### src/hdl/cnsr_pkg.sv
// Shared types, codes and helpers for the calibrated nearest-setpoint ramper.
// Used by the scan cell and the top level; depends on nothing else.

package cnsr_pkg;

   // Fixed field widths of the item and register interfaces.
   localparam int POS_W   = 7;
   localparam int VOLT_W  = 12;
   localparam int TICK_W  = 16;
   localparam int CSR_IDX_W  = 3;
   localparam int CSR_DATA_W = 16;

   // Reset values and the starting error of a nearest-voltage search.
   localparam logic [POS_W-1:0]  RESET_DEFAULT_POS = 7'd64;
   localparam logic [VOLT_W-1:0] RESET_TOLERANCE   = 12'd5;
   localparam logic [TICK_W-1:0] RESET_SPACING     = 16'd1;
   localparam logic [VOLT_W-1:0] SCAN_START_ERR    = 12'd1000;

   // Register indexes on the configuration port.
   localparam logic [CSR_IDX_W-1:0] CSR_MIN_POS     = 3'd0;
   localparam logic [CSR_IDX_W-1:0] CSR_DEFAULT_POS = 3'd1;
   localparam logic [CSR_IDX_W-1:0] CSR_REQUIRED    = 3'd2;
   localparam logic [CSR_IDX_W-1:0] CSR_TOLERANCE   = 3'd3;
   localparam logic [CSR_IDX_W-1:0] CSR_SPACING     = 3'd4;

   // Operation codes of an input item.
   typedef enum logic [1:0] {
      OP_STORE      = 2'd0,
      OP_FINISH     = 2'd1,
      OP_SET_TARGET = 2'd2,
      OP_TICK       = 2'd3
   } cnsr_op_type;

   // Sequencer states.
   typedef enum logic {
      ST_IDLE = 1'b0,
      ST_SCAN = 1'b1
   } cnsr_state_type;

   // Input item.
   typedef struct packed {
      cnsr_op_type        op;
      logic [POS_W-1:0]   table_index;
      logic [VOLT_W-1:0]  volts;
   } cnsr_req_type;

   // Result item.
   typedef struct packed {
      logic [POS_W-1:0] position;
      logic             fault;
      logic             reached;
   } cnsr_rsp_type;

   // Table write broadcast to every cell.
   typedef struct packed {
      logic               en;
      logic [POS_W-1:0]   idx;
      logic [VOLT_W-1:0]  volts;
   } cnsr_wr_type;

   // Search token handed from cell to cell.
   typedef struct packed {
      logic [VOLT_W-1:0] target;
      logic [VOLT_W-1:0] best_err;
      logic [POS_W-1:0]  best_idx;
   } cnsr_token_type;

   // Raise to the lower bound first, then lower to the upper bound.
   function automatic logic [POS_W-1:0] clamp_pos(input logic [POS_W-1:0] p,
                                                  input logic [POS_W-1:0] lo,
                                                  input logic [POS_W-1:0] hi);
      logic [POS_W-1:0] r;
      r = p;
      if (r < lo) r = lo;
      if (r > hi) r = hi;
      return r;
   endfunction

endpackage

### src/hdl/cnsr_cell.sv
// One cell of the calibration table: holds the voltage of one position and
// updates the passing search token. Depends on cnsr_pkg.

module cnsr_cell
   import cnsr_pkg::*;
#(
   parameter int CELL_INDEX = 0,
   parameter int VW         = 12
) (
   input  logic           clock,
   input  logic           reset,
   input  cnsr_wr_type    wr,
   input  logic           tok_valid_in,
   input  cnsr_token_type tok_in,
   output logic           tok_valid_out,
   output cnsr_token_type tok_out
);

   localparam logic [POS_W-1:0] MY_IDX = POS_W'(CELL_INDEX);

   logic [VW-1:0]     entry_ff;
   logic              tok_valid_ff;
   cnsr_token_type    tok_ff;
   cnsr_token_type    tok_in_upd;
   logic [VOLT_W-1:0] entry_ext;
   logic [VOLT_W-1:0] err;

   // Distance between this entry and the target; take it only if strictly closer.
   always_comb begin
      entry_ext  = VOLT_W'(entry_ff);
      err        = (entry_ext > tok_in.target) ? entry_ext - tok_in.target
                                               : tok_in.target - entry_ext;
      tok_in_upd = tok_in;
      if (err < tok_in.best_err) begin
         tok_in_upd.best_err = err;
         tok_in_upd.best_idx = MY_IDX;
      end
   end

   // Table entry, written when a store item addresses this position.
   always_ff @(posedge clock) begin
      if (wr.en && (wr.idx == MY_IDX)) begin
         entry_ff <= wr.volts[VW-1:0];
      end
   end

   // Token stage toward the next cell.
   always_ff @(posedge clock) begin
      if (reset) begin
         tok_valid_ff <= 1'b0;
      end else begin
         tok_valid_ff <= tok_valid_in;
      end
   end

   always_ff @(posedge clock) begin
      tok_ff <= tok_in_upd;
   end

   assign tok_valid_out = tok_valid_ff;
   assign tok_out       = tok_ff;

endmodule

### config.mk
export PLATFORM = sky130hd
export DESIGN_NAME = cnsr_cell
export DESIGN_NICKNAME = d
export VERILOG_FILES = /design/src/hdl/cnsr_pkg.sv /design/src/hdl/cnsr_cell.sv
export SDC_FILE = /design/constraint.sdc
export NUM_CORES = 1
export LEC_CHECK = 0
export CAP_MARGIN = 0
export CELL_PAD_IN_SITES_DETAIL_PLACEMENT = 1
export CELL_PAD_IN_SITES_GLOBAL_PLACEMENT = 1
export CORE_ASPECT_RATIO = 1.1
export CORE_MARGIN = 4
export CORE_UTILIZATION = 47
export DETAILED_ROUTE_END_ITERATION = 10
export DONT_BUFFER_PORTS = 1
export MAX_ROUTING_LAYER = met4
export PLACE_DENSITY = 0.91
export SLEW_MARGIN = 0
export SYNTH_ARGS = -nofsm -noshare
export SYNTH_HDL_FRONTEND = slang
export SYNTH_SLANG_ARGS = --single-unit
export TNS_END_PERCENT = 50
### constraint.sdc
create_clock -name clock -period 4.45 [get_ports clock]
set_input_delay 0.445 -clock clock [delete_from_list [all_inputs] [get_ports clock]]
set_output_delay 0.445 -clock clock [all_outputs]
set_load 0.005 [all_outputs]
### Word level (Yosys, flattened, before mapping)

Cells that the tools add are included.

| cells by class | value |
|---|---|
| add/subtract/negate cells | 2 |
| muxes and demuxes | 2 |
| reductions and logical operators | 2 |
| $lt $le $gt $ge | 2 |

Operators by type and width:

| kind | count |
|---|---|
| subtractor 12 bit | 2 |
| two-way mux 19 bit | 1 |
| > comparator 12 bit | 1 |
| less-than comparator 12 bit | 1 |
| two-way mux 12 bit | 1 |
| logical NOT 7 bit | 1 |
| logical AND 1 bit | 1 |

| storage, ports and cells | value |
|---|---|
| bits of input ports | 54 |
| output and inout port bits | 32 |
| register bits | 44 |
| logic and storage cells | 13 |

### Logic depth before layout (Yosys ltp)

Gate-level depths: netlist of the first run.

| logic depth | value |
|---|---|
| word-level depth | 4 |
| gate-level depth with buffers | 18 |
| depth with buffers taken out | 17 |

### Worst setup path after synthesis of the first run

OpenSTA, ideal clock, no wires.

| timing path | value |
|---|---|
| kind | input port to flip-flop |
| start point | in tok_in[19] in the netlist's numbering |
| end point | reg tok_ff, in the netlist tok_out[10] |
| arrival time | 4.031 ns |
| path buffers | 0 |
| path slack | 0.340 ns |
| library setup time | 0.079 ns |
| stages | 16 |
| data required time | 4.371 ns |
| path through | ha_1 -> inv_1 -> fa_1 -> a21o_1 -> a221oi_4 -> o211a_2 -> o21ai_1 -> and2_1 -> xnor2_1 -> ha_1 -> a211o_1 -> a31o_1 -> a221o_1 -> a21o_1 -> or4_1 -> o211ai_1 |

RTL lines:

| element | RTL line | source |
|---|---|---|
| from (decl) | cnsr_cell.sv:14 | `input cnsr_token_type tok_in,` |
| to (signal assigned) | cnsr_cell.sv:57 | `tok_ff <= tok_in_upd;` |
| to (decl) | cnsr_cell.sv:23 | `cnsr_token_type tok_ff;` |

==> results of run 1 <==
[flip-flops by register name, summed over array words and instances (netlist names)]
name,flops
entry_ext,12
tok_valid_out,1
tok_out,31
[cells in the mapped netlist, types with 2 or more instances]
cell type   n  area [um2]
clkbuf_1    2        7.51
nand4_1     5        31.3
buf_2       7        35.0
a21o_1     13        97.6
and3_1      4        25.0
nor2_1     11        41.3
edfxtp_1   12         360
o21a_1      4        30.0
o21ai_1     5        25.0
a211o_1     2        17.5
nand3b_1    2        15.0
ha_1       34         425
o221ai_1    9        78.8
nand3_1     4        20.0
a31oi_1     2        12.5
o211ai_1    3        22.5
and2_1      9        56.3
a21oi_1    20         100
or4_1       4        30.0
o21bai_1    2        15.0
fa_1        2        40.0
o21ai_0     8        40.0
xnor2_1     4        35.0
xor2_1      2        17.5
nand2_1    19        71.3
nand2b_1    2        12.5
nor3_1      4        20.0
dfxtp_1    32         641
inv_1      40         150
[metal layers]
metal	track usage (%)	wire, um	vias to the layer above
met5	-	0	-
met4	7.07	127	0
met3	4.99	504	14
met2	34.1	3660	102
met1	22.4	2860	1090
li1	-	-	1083
[timing repair]
| item | in CTS | in global routing |
|---|---|---|
| setup endpoints to repair | 0 | 16 |
| resized for setup | 0 | 9 |
| setup buffers | 0 | 4 |
[cells by family after synthesis]
family	count (synthesis)
DFF	44
muxes	1
buffers and inverters	50
AOI/OAI and AO/OA	85
adders and majority gates	36
and+or+nand+nor	74
xor gates and xnor gates	6
[stage by stage]
| stage | util (%) | setup slack [ns] | std cells | setup TNS [ns] | area, um2 |
|---|---|---|---|---|---|
| after floorplan | - | 0.340 | 296 | 0 | 2770 |
| after global placement | 50.5 | 0.187 | 375 | 0 | 2900 |
| after global routing | 53.6 | -0.146 | 387 | -0.355 | 3070 |
| after CTS | 52.2 | 0.00134 | 383 | 0 | 2990 |
| final | 53.6 | 0.0344 | 387 | 0 | 3070 |
| after detailed placement | 50.5 | 0.0313 | 375 | 0 | 2900 |
[worst min path at each step]
stage	start	slack, ns	to	cells after the start
2_1_floorplan	tok_in[19]	0.47	tok_out[19]	0
3_3_place_gp	tok_in[30]	0.47	tok_out[30]	0
3_5_place_dp	tok_in[27]	0.47	tok_out[27]	0
4_1_cts	tok_in[25]	0.16	tok_out[25]	0
5_1_grt	tok_in[20]	0.14	tok_out[20]	0
6_report	tok_in[23]	0.17	tok_out[23]	0
[worst reg2reg max path: cells and delay by family, from the launching register on]
family,cells,cell delay (ns)
compound gates,9,2.23
xor+xnor,1,0.13
fa+ha+maj,3,0.78
simple gates,2,0.68
buf+inv,2,0.13
flops,1,0.41
[power by group through the flow]
stage | Sequential, uW | Combinational [uW] | Clock [uW]
after global placement | 486 | 221 | 0
after floorplan | 481 | 170 | 0
after CTS | 478 | 234 | 266
after global routing | 482 | 276 | 285
final | 476 | 250 | 256
after detailed placement | 487 | 233 | 0
[area by class of cell]
class	instances	area, um2	area share (%)
multi-input cells	202	1610	52.4
repair buffers	16	120	3.91
clock inverters	1	7.51	0.244
clock buffers	7	86.3	2.81
flip-flops and latches	44	1000	32.6
well taps	77	96.3	3.14
inverters	40	150	4.89
==> summary.md, run 1 <==
| Metric | Value |
|---|---|
| Status | complete, no violations |
| I/O pin total | 86 |
| Hold Crit Class | in -> reg |
| Flop and latch count out of synthesis | 44 |
| Hold Buf Count CTS | 0 |
| RSZ-0062 raised after global routing | true |
| CORE AREA | 0.00573 mm2 |
| Dpl hpwl | 5680 um |
| Clock tree buffer depth | 2 |
| Hold_ws | 0.165 ns |
| Slew headroom | 61.6% |
| Delay-heaviest family, CP | compound AO/OA/AOI/OAI gates |
| R2r startpoint | entry_ext[0] |
| Layout cell share with drive strength beyond 1 | 13.5% |
| DR vias | 2,289 |
| Gpl congestion | 0.852 |
| Final wirelength | 7150 um |
| Crit path depth | 17 |
| Post-route ant nets | 0 |
| Cell Area, Synth | 0.00277 mm2 |
| Largest net degree at the start of global routing | 14 |
| Adder-cell share of the synthesized area | 16.8% |
| Htree depth | 2 |
| Leak pwr | 0.00143 uW |
| Post-synth EDFFs | 12 |
| Initial Util | 48.2% |
| Die Ht | 88.4 um |
| Yosys cell types | 58 |
| Fin crit share | 99.2% |
| Post-synth top flop | dfxtp_1 |
| Largest family of logic cells by synthesized area | compound AO/OA/AOI/OAI gates |
| TritonCTS clock tree | built |
| Sequential fraction of the synthesis area | 36.2% |
| Final-report max-slew violation count | 0 |
| Area grow syn2layout | 11.0% |
| CTS root buf | clkbuf_8 |
| Sw Share | 29.6% |
| Critical Path Fanout Max | 7 |
| Most common cell after layout, fill and taps aside | inv_1 |
| Pwr/cell area | 320 mW/mm2 |
| Initial drt markers | 107 |
| Post-synthesis compound-gate area fraction | 22.7% |
| Clk_lat worst skew | 0.30 ns |
| CP max-delay cell | or4_1 |
| Final #Nets | 399 |
| Post-synthesis xor/xnor area fraction | 1.90% |
| Die width | 81.1 um |
| Internal power | 691 uW |
| CP Cell Sequence | inv_1 > ha_1 > inv_1 > fa_2 > a21o_1 > a221oi_4 > o211a_4 > o21ai_2 > and2_4 > xnor2_2 > ha_1 > a211o_1 > a31o_1 > a221o_1 > a21o_1 > or4_1 > o211ai_1 |
| Mean Syn Cell Area | 9.34 um2 |
| Post-layout min period | 4.42 ns |
| Worst-Margin Slew | 0.575 ns |
| I/O Buffers | 0 |
| Fill count | 686 |
| Sequential share of power | 48.5% |
| Worst Path Buf+Inv | 2 |
| Vias per inst | 5.91 |
| CP Data Required Time | 4.67 ns |
| Sw power | 290 uW |
| First-pass DRT Iterations | 4 |
| CTS buffer count | 5 |
| YS warnings | 0 |
| Per-cell routed wire length | 18.5 um |
| Hold Fails Final Rpt | 0 |
| Clk pwr share | 26.1% |
| Startpoint Class | flop |
| Fmax | 226 MHz |
| CTS Sinks | 44 |
| Setup Skew | 0.00359 ns |
| DRC viols | 0 |
| Vias in the first global route | 2,292 |
| Cell row count | 29 |
| R2R setup slack | 0.03 ns |
| Slowest stage delay, CP | 0.51 ns |
| MaxCap Viol Count | 0 |
| Die area | 0.00718 mm2 |
| Post-Synthesis Cells | 296 |
| Fraction of the mapped netlist area in simple logic gates | 14.6% |
| VDD IR-drop max | 185 uV |
| Setup violators final | 0 |
| Mux cell area share after synthesis | 0.407% |
| Tot Pwr | 982 uW |
| Most frequent cells in the layout | inv_1 (40), ha_1 (34), dfxtp_1 (32) |
| FF-to-FF path depth | 17 |
| First-pass GRT wire length | 10,800 um |
| Antenna violations before repair | 0 |
| Overflow left after global routing | 0 |
| Synth Net Count | 386 |
| Clk slew on worst S/H paths | 0.08 ns |
| Worst path arrival time | 4.64 ns |
| Power share of the combinational group | 25.4% |
| Capture point of the worst path | tok_out[10] |
| GR Util All Layers | 19.9% |
| CP endpoint kind | flop |
| Ant. Diodes | 0 |
| RR Endpoint | tok_out[10] |
| WS Path Type | reg -> reg |
| Async SR Flop Fraction | 0% |
| Worst Setup SP | entry_ext[0] |
(Power assumes the default switching activity.)
==> inputs of run 2 (changes only) <==
--- a/config.mk
+++ b/config.mk
@@ -15,6 +15,7 @@
 export DONT_BUFFER_PORTS = 1
 export MAX_ROUTING_LAYER = met4
 export PLACE_DENSITY = 0.91
+export REMOVE_ABC_BUFFERS = 1
 export SLEW_MARGIN = 0
 export SYNTH_ARGS = -nofsm -noshare
 export SYNTH_HDL_FRONTEND = slang
==> run 2 against run 1 <==
Against the previous run: cell count increased by 2.8%; register-to-register slack about the same; clock skew increased by 0.010 ns; critical path type unchanged; largest power group unchanged.
==> summary.md, run 2 (same netlist as run 1, synthesis figures left out) <==
| Metric | Value |
|---|---|
| Final cell count without fillers | 398 |
| Vias per inst | 6.07 |
| CP Data Required Time | 4.68 ns |
| CORE AREA | 0.00573 mm2 |
| Worst path arrival time | 4.64 ns |
| Fin crit share | 99.0% |
| Largest net degree at the start of global routing | 14 |
| Clk slew on worst S/H paths | 0.09 ns |
| Layout cell share with drive strength beyond 1 | 19.6% |
| Min-Delay Path Depth | 0 |
| Overflow left after global routing | 0 |
| Worst hold start | tok_in[24] |
| Clock tree buffer depth | 2 |
| Slew headroom | 57.7% |
| TritonCTS clock tree | built |
| Die area | 0.00718 mm2 |
| CP Cell Sequence | ha_1 > nand2_1 > a21oi_1 > o21a_1 > nand3_2 > and2_4 > xnor2_2 > ha_1 > a211o_1 > a31o_1 > a221o_1 > a21o_1 > or4_1 > o211ai_1 |
| Htree depth | 2 |
| Most frequent cells in the layout | inv_1 (39), dfxtp_1 (32), ha_1 (30) |
| Hold Fails Final Rpt | 0 |
| Vias in the first global route | 2,444 |
| First-pass DRT Iterations | 4 |
| Final-report max-slew violation count | 0 |
| Setup violators final | 0 |
| Post-route ant nets | 0 |
| R2R setup slack | 0.04 ns |
| CTS Sinks | 44 |
| Placed Cells | 373 |
| Cell row count | 29 |
| Clk_lat worst skew | 0.31 ns |
| RSZ-0062 raised after global routing | true |
| CP max-delay cell | or4_1 |
| Slowest stage delay, CP | 0.52 ns |
| FF-to-FF path depth | 14 |
| RR Endpoint | tok_out[10] |
| Startpoint Class | flop |
| CP dominant cell by count | ha_1 |
| Antenna violations before repair | 0 |
| Final wirelength | 8190 um |
| CTS buffer count | 5 |
| Final #Nets | 410 |
| Sw power | 320 uW |
| Internal power | 748 uW |
| R2r startpoint | entry_ext[10] |
| CTS root buf | clkbuf_8 |
| CP endpoint kind | flop |
| Die Ht | 88.4 um |
| Ant. Diodes | 0 |
| Hold_ws | 0.148 ns |
| Status | complete, no violations |
| GR Util All Layers | 22.1% |
| Die width | 81.1 um |
| Hold Crit Class | in -> reg |
| Leak pwr | 0.00150 uW |
| Per-cell routed wire length | 20.6 um |
| Pwr/cell area | 328 mW/mm2 |
| WS Path Type | reg -> reg |
| Initial Util | 48.2% |
| Setup Skew | 0.0136 ns |
| MaxCap Viol Count | 0 |
| DR vias | 2,416 |
| Sequential share of power | 44.7% |
| Dpl hpwl | 5810 um |
| I/O pin total | 86 |
| Worst Hold End | tok_out[24] |
| Clk pwr share | 28.8% |
| First-pass GRT wire length | 11,800 um |
| Hold Buf Count CTS | 0 |
| Worst-Margin Slew | 0.635 ns |
| Gpl congestion | 0.846 |
| Power share of the combinational group | 26.4% |
| Critical Path Fanout Max | 8 |
| Sw Share | 30.0% |
| Setup TNS | 0 ns |
| Initial drt markers | 107 |
| Post-layout min period | 4.41 ns |
| Max FFs per register | 31 |
| VDD IR-drop max | 171 uV |
| I/O Buffers | 0 |
| Fmax | 227 MHz |
| Most common cell after layout, fill and taps aside | inv_1 |
| Area grow syn2layout | 17.8% |
| DRC viols | 0 |
==> run 2: cell types whose count changed in the layout (fill, tap and decap cells not counted), sizes merged <==
| cell | previous run | this run |
|---|---|---|
| bufinv | 0 | 1 |
| clkinv | 0 | 2 |
| clkinvlp | 1 | 0 |
| clkbuf | 7 | 5 |
| buf | 16 | 27 |
==> run 2: through the flow <==
step | area (um2) | total power [uW] | worst slack, ns | utilization (%)
after floorplan | 2710 | 646 | 0.237 | -
after global placement | 2880 | 709 | 0.181 | 50.3
after detailed placement | 2880 | 721 | -0.00894 | 50.3
after CTS | 3040 | 1030 | 0.0104 | 52.9
after global routing | 3260 | 1120 | -0.104 | 56.8
final | 3260 | 1070 | 0.0441 | 56.8
==> run 2: per-layer routing <==
metal | GRT usage (%) | vias up | part of all wire, %
met5 | - | - | 0
met3 | 4.58 | 23 | 5.8
met1 | 24.3 | 1177 | 39
met2 | 39.7 | 110 | 53
met4 | 6.76 | 0 | 2.5
li1 | - | 1106 | -
==> run 2: worst max path at each step <==
stage,slack [ns],start,endpoint,cells after the start
floorplan,0.24,tok_in[19],tok_out[15],15
global placement,0.18,tok_in[28],tok_out[10],15
detailed placement,-0.009,entry_ext[0],tok_out[10],17
CTS,0.01,entry_ext[0],tok_out[10],17
global route,-0.10,entry_ext[0],tok_out[10],18
finish,0.04,entry_ext[10],tok_out[10],14
==> run 2: layout make-up <==
class	count	area, um2
Clock buffer	5	68.8
Fill cell	667	2480
Timing Repair Buffer	27	206
Inverter	40	150
Sequential cell	44	1000
Clock inverter	3	37.5
Multi-Input combinational cell	202	1700
Tap cell	77	96.3
==> run 2: worst max-delay path: cells and delay by family, from the launching register on <==
kind | cells | cell delay [ns]
and+or+nand+nor | 4 | 1.04
AOI/OAI and AO/OA | 7 | 1.96
DFF | 1 | 0.40
adders and majority gates | 2 | 0.81
xor gates and xnor gates | 1 | 0.13
==> run 2: power groups by stage <==
stage,logic (uW),registers [uW],clock network [uW]
floorplan,165,481,0
global placement,223,486,0
detailed placement,232,489,0
CTS,240,479,309
global route,308,483,332
finish,282,478,308
==> run 2: repair_timing <==
item / CTS / global route
pin swaps: 2 / 21
resized for setup: 2 / 25
hold endpoints to repair: 0 / 0
setup endpoints to repair: 2 / 19
setup buffers: 4 / 13
==> inputs of run 3 (changes only) <==
--- a/config.mk
+++ b/config.mk
@@ -10,11 +10,11 @@
 export CELL_PAD_IN_SITES_GLOBAL_PLACEMENT = 1
 export CORE_ASPECT_RATIO = 1.1
 export CORE_MARGIN = 4
-export CORE_UTILIZATION = 47
+export CORE_UTILIZATION = 51
 export DETAILED_ROUTE_END_ITERATION = 10
 export DONT_BUFFER_PORTS = 1
 export MAX_ROUTING_LAYER = met4
-export PLACE_DENSITY = 0.91
+export PLACE_DENSITY = 0.95
 export REMOVE_ABC_BUFFERS = 1
 export SLEW_MARGIN = 0
 export SYNTH_ARGS = -nofsm -noshare
==> constraint.sdc (replaced) <==
create_clock -name clock -period 5.3 [get_ports clock]
set_input_delay 0.53 -clock clock [delete_from_list [all_inputs] [get_ports clock]]
set_output_delay 0.53 -clock clock [all_outputs]
set_load 0.005 [all_outputs]
==> run 3 against run 2 <==
Against the previous run: clock power decreased by 34%; critical path type unchanged; sequential cell count unchanged; sequential power decreased by 16%; largest cell class unchanged; setup slack improved by 0.64 ns; global-route usage decreased by 0.25 points; power decreased by 26%; critical endpoint unchanged; via count decreased by 8.3%; count of clock-buffer cells in the layout increased by 2; non-clock buffer count decreased by 26; hold slack improved by 0.10 ns.
==> summary.md, run 3 (same netlist as run 1, synthesis figures left out) <==
| Metric | Value |
|---|---|
| Status | complete, no violations |
| Htree depth | 2 |
| Hold Buf Count CTS | 0 |
| VDD IR-drop max | 163 uV |
| Setup TNS | 0 ns |
| CTS root buf | clkbuf_8 |
| Final-report max-slew violation count | 0 |
| Ant. Diodes | 0 |
| Most frequent cells in the layout | inv_1 (40), ha_1 (34), dfxtp_1 (32) |
| CORE AREA | 0.00513 mm2 |
| Setup violators final | 0 |
| Pwr/cell area | 272 mW/mm2 |
| Initial drt markers | 89 |
| Clk_lat worst skew | 0.30 ns |
| Layout cell share with drive strength beyond 1 | 6.78% |
| Die Ht | 85.2 um |
| Clk slew on worst S/H paths | 0.08 ns |
| Slowest stage delay, CP | 0.55 ns |
| DR vias | 2,215 |
| I/O Buffers | 0 |
| Min-Delay Path Depth | 0 |
| Setup WS pre-CTS | 0.616 ns |
| Global-route met3 utilization | 6.16% |
| Post-route ant nets | 0 |
| Critical Path Fanout Max | 17 |
| First-pass GRT wire length | 11,200 um |
| Placed Cells | 359 |
| Worst path arrival time | 4.83 ns |
| Largest net degree at the start of global routing | 18 |
| TritonCTS clock tree | built |
| CTS buffer count | 5 |
| Post-layout instance area | 0.00289 mm2 |
| RSZ-0062 raised after global routing | false |
| Hold Fails Final Rpt | 0 |
| Slew headroom | 57.4% |
| Gpl congestion | 0.865 |
| Die width | 78.2 um |
| DRC viols | 0 |
| Post-CTS setup buffers | 0 |
| FF-to-FF path depth | 17 |
| I/O pin total | 86 |
| Dpl hpwl | 5640 um |
| Startpoint Class | flop |
| First-pass DRT Iterations | 4 |
| WS Path Type | reg -> reg |
| Setup Skew | 0.00796 ns |
| Die area | 0.00667 mm2 |
| CTS Sinks | 44 |
| CP Data Required Time | 5.52 ns |
| Hold_ws | 0.247 ns |
| Leak pwr | 0.00134 uW |
| Initial Util | 53.8% |
| Max FFs per register | 31 |
| Post-layout min period | 4.61 ns |
| GR Util All Layers | 21.8% |
| GRT Max-Usage Layer | met2 |
| Area grow syn2layout | 4.52% |
| Area of the multi-input gates | 0.00156 mm2 |
| Vias per inst | 6.04 |
| Seq. cell area | 0.00100 mm2 |
| Per-cell routed wire length | 18.8 um |
| Met1 GRT Util | 24.3% |
| Clock tree buffer depth | 2 |
| Hold Crit Class | in -> reg |
| Fill count | 619 |
| Antenna violations before repair | 0 |
| Final wirelength | 6890 um |
| Cell row count | 27 |
| CP endpoint kind | flop |
| CP max-delay cell | or4_1 |
| Overflow left after global routing | 0 |
| Final #Nets | 384 |
| Fmax | 217 MHz |
| Area after DPL | 0.00281 mm2 |
| Met2 Use GR | 36.8% |
| CP Cell Sequence | inv_1 > ha_1 > inv_1 > fa_1 > a21o_1 > a221oi_4 > o211a_2 > o21ai_1 > and2_1 > xnor2_1 > ha_1 > a211o_1 > a31o_1 > a221o_1 > a21o_1 > or4_1 > o211ai_1 |
| Vias in the first global route | 2,309 |
| CTS resizes | 0 |
| Fin crit share | 87.0% |
| MaxCap Viol Count | 0 |
| Final cell count without fillers | 367 |
| Most common cell after layout, fill and taps aside | inv_1 |
| Worst-Margin Slew | 0.638 ns |
| Worst Slack Setup Final | 0.688 ns |
[run 3: cell types whose count changed in the layout (fill, tap and decap cells not counted), sizes merged]
cell / change
bufinv: -1
clkbuf: +2
clkinv: -1
buf: -26
[run 3: path summary, 6_finish.rpt]
path	startpoint	to	slack, ns
hold reg to reg	entry_ext[0]	tok_out[7]	0.71
setup / recovery	entry_ext[0]	tok_out[10]	0.69
hold / removal	tok_in[23]	tok_out[23]	0.25
setup reg to reg	entry_ext[0]	tok_out[10]	0.69
[run 3: power by group]
part           switching (uW)  leakage (uW)  internal [uW]  total, uW
Clock                     109     0.0000422           92.5        202
Combinational             107      0.000921           75.6        183
Sequential               18.2      0.000377            382        400
Total                     235       0.00134            550        785
[run 3: metal layers]
metal / vias up / wire length, um
met3: 23 / 431
met4: 0 / 214
met2: 106 / 3420
met1: 1035 / 2830
li1: 1051 / -
met5: - / 0
[run 3: worst max-delay path: cells and delay by family, from the launching register on]
kind,cells,cell delay (ns)
xor+xnor,1,0.13
simple gates,2,0.75
flops,1,0.39
fa+ha+maj,3,0.83
buf+inv,2,0.13
compound gates,9,2.29
[run 3: stage by stage]
| step | power (uW) | utilization (%) |
|---|---|---|
| 3_3_place_gp | 582 | 54.7 |
| 3_5_place_dp | 591 | 54.7 |
| 2_1_floorplan | 542 | - |
| 6_report | 785 | 56.3 |
| 4_1_cts | 793 | 56.3 |
| 5_1_grt | 834 | 56.3 |
[run 3: layout make-up]
| class | count | area share (%) |
|---|---|---|
| clock buffer | 7 | 2.64 |
| clock inverter | 1 | 0.173 |
| inverter | 40 | 5.19 |
| multi-input combinational | 202 | 54.0 |
| sequential | 44 | 34.6 |
| tap | 72 | 3.12 |
| timing repair buffer | 1 | 0.260 |
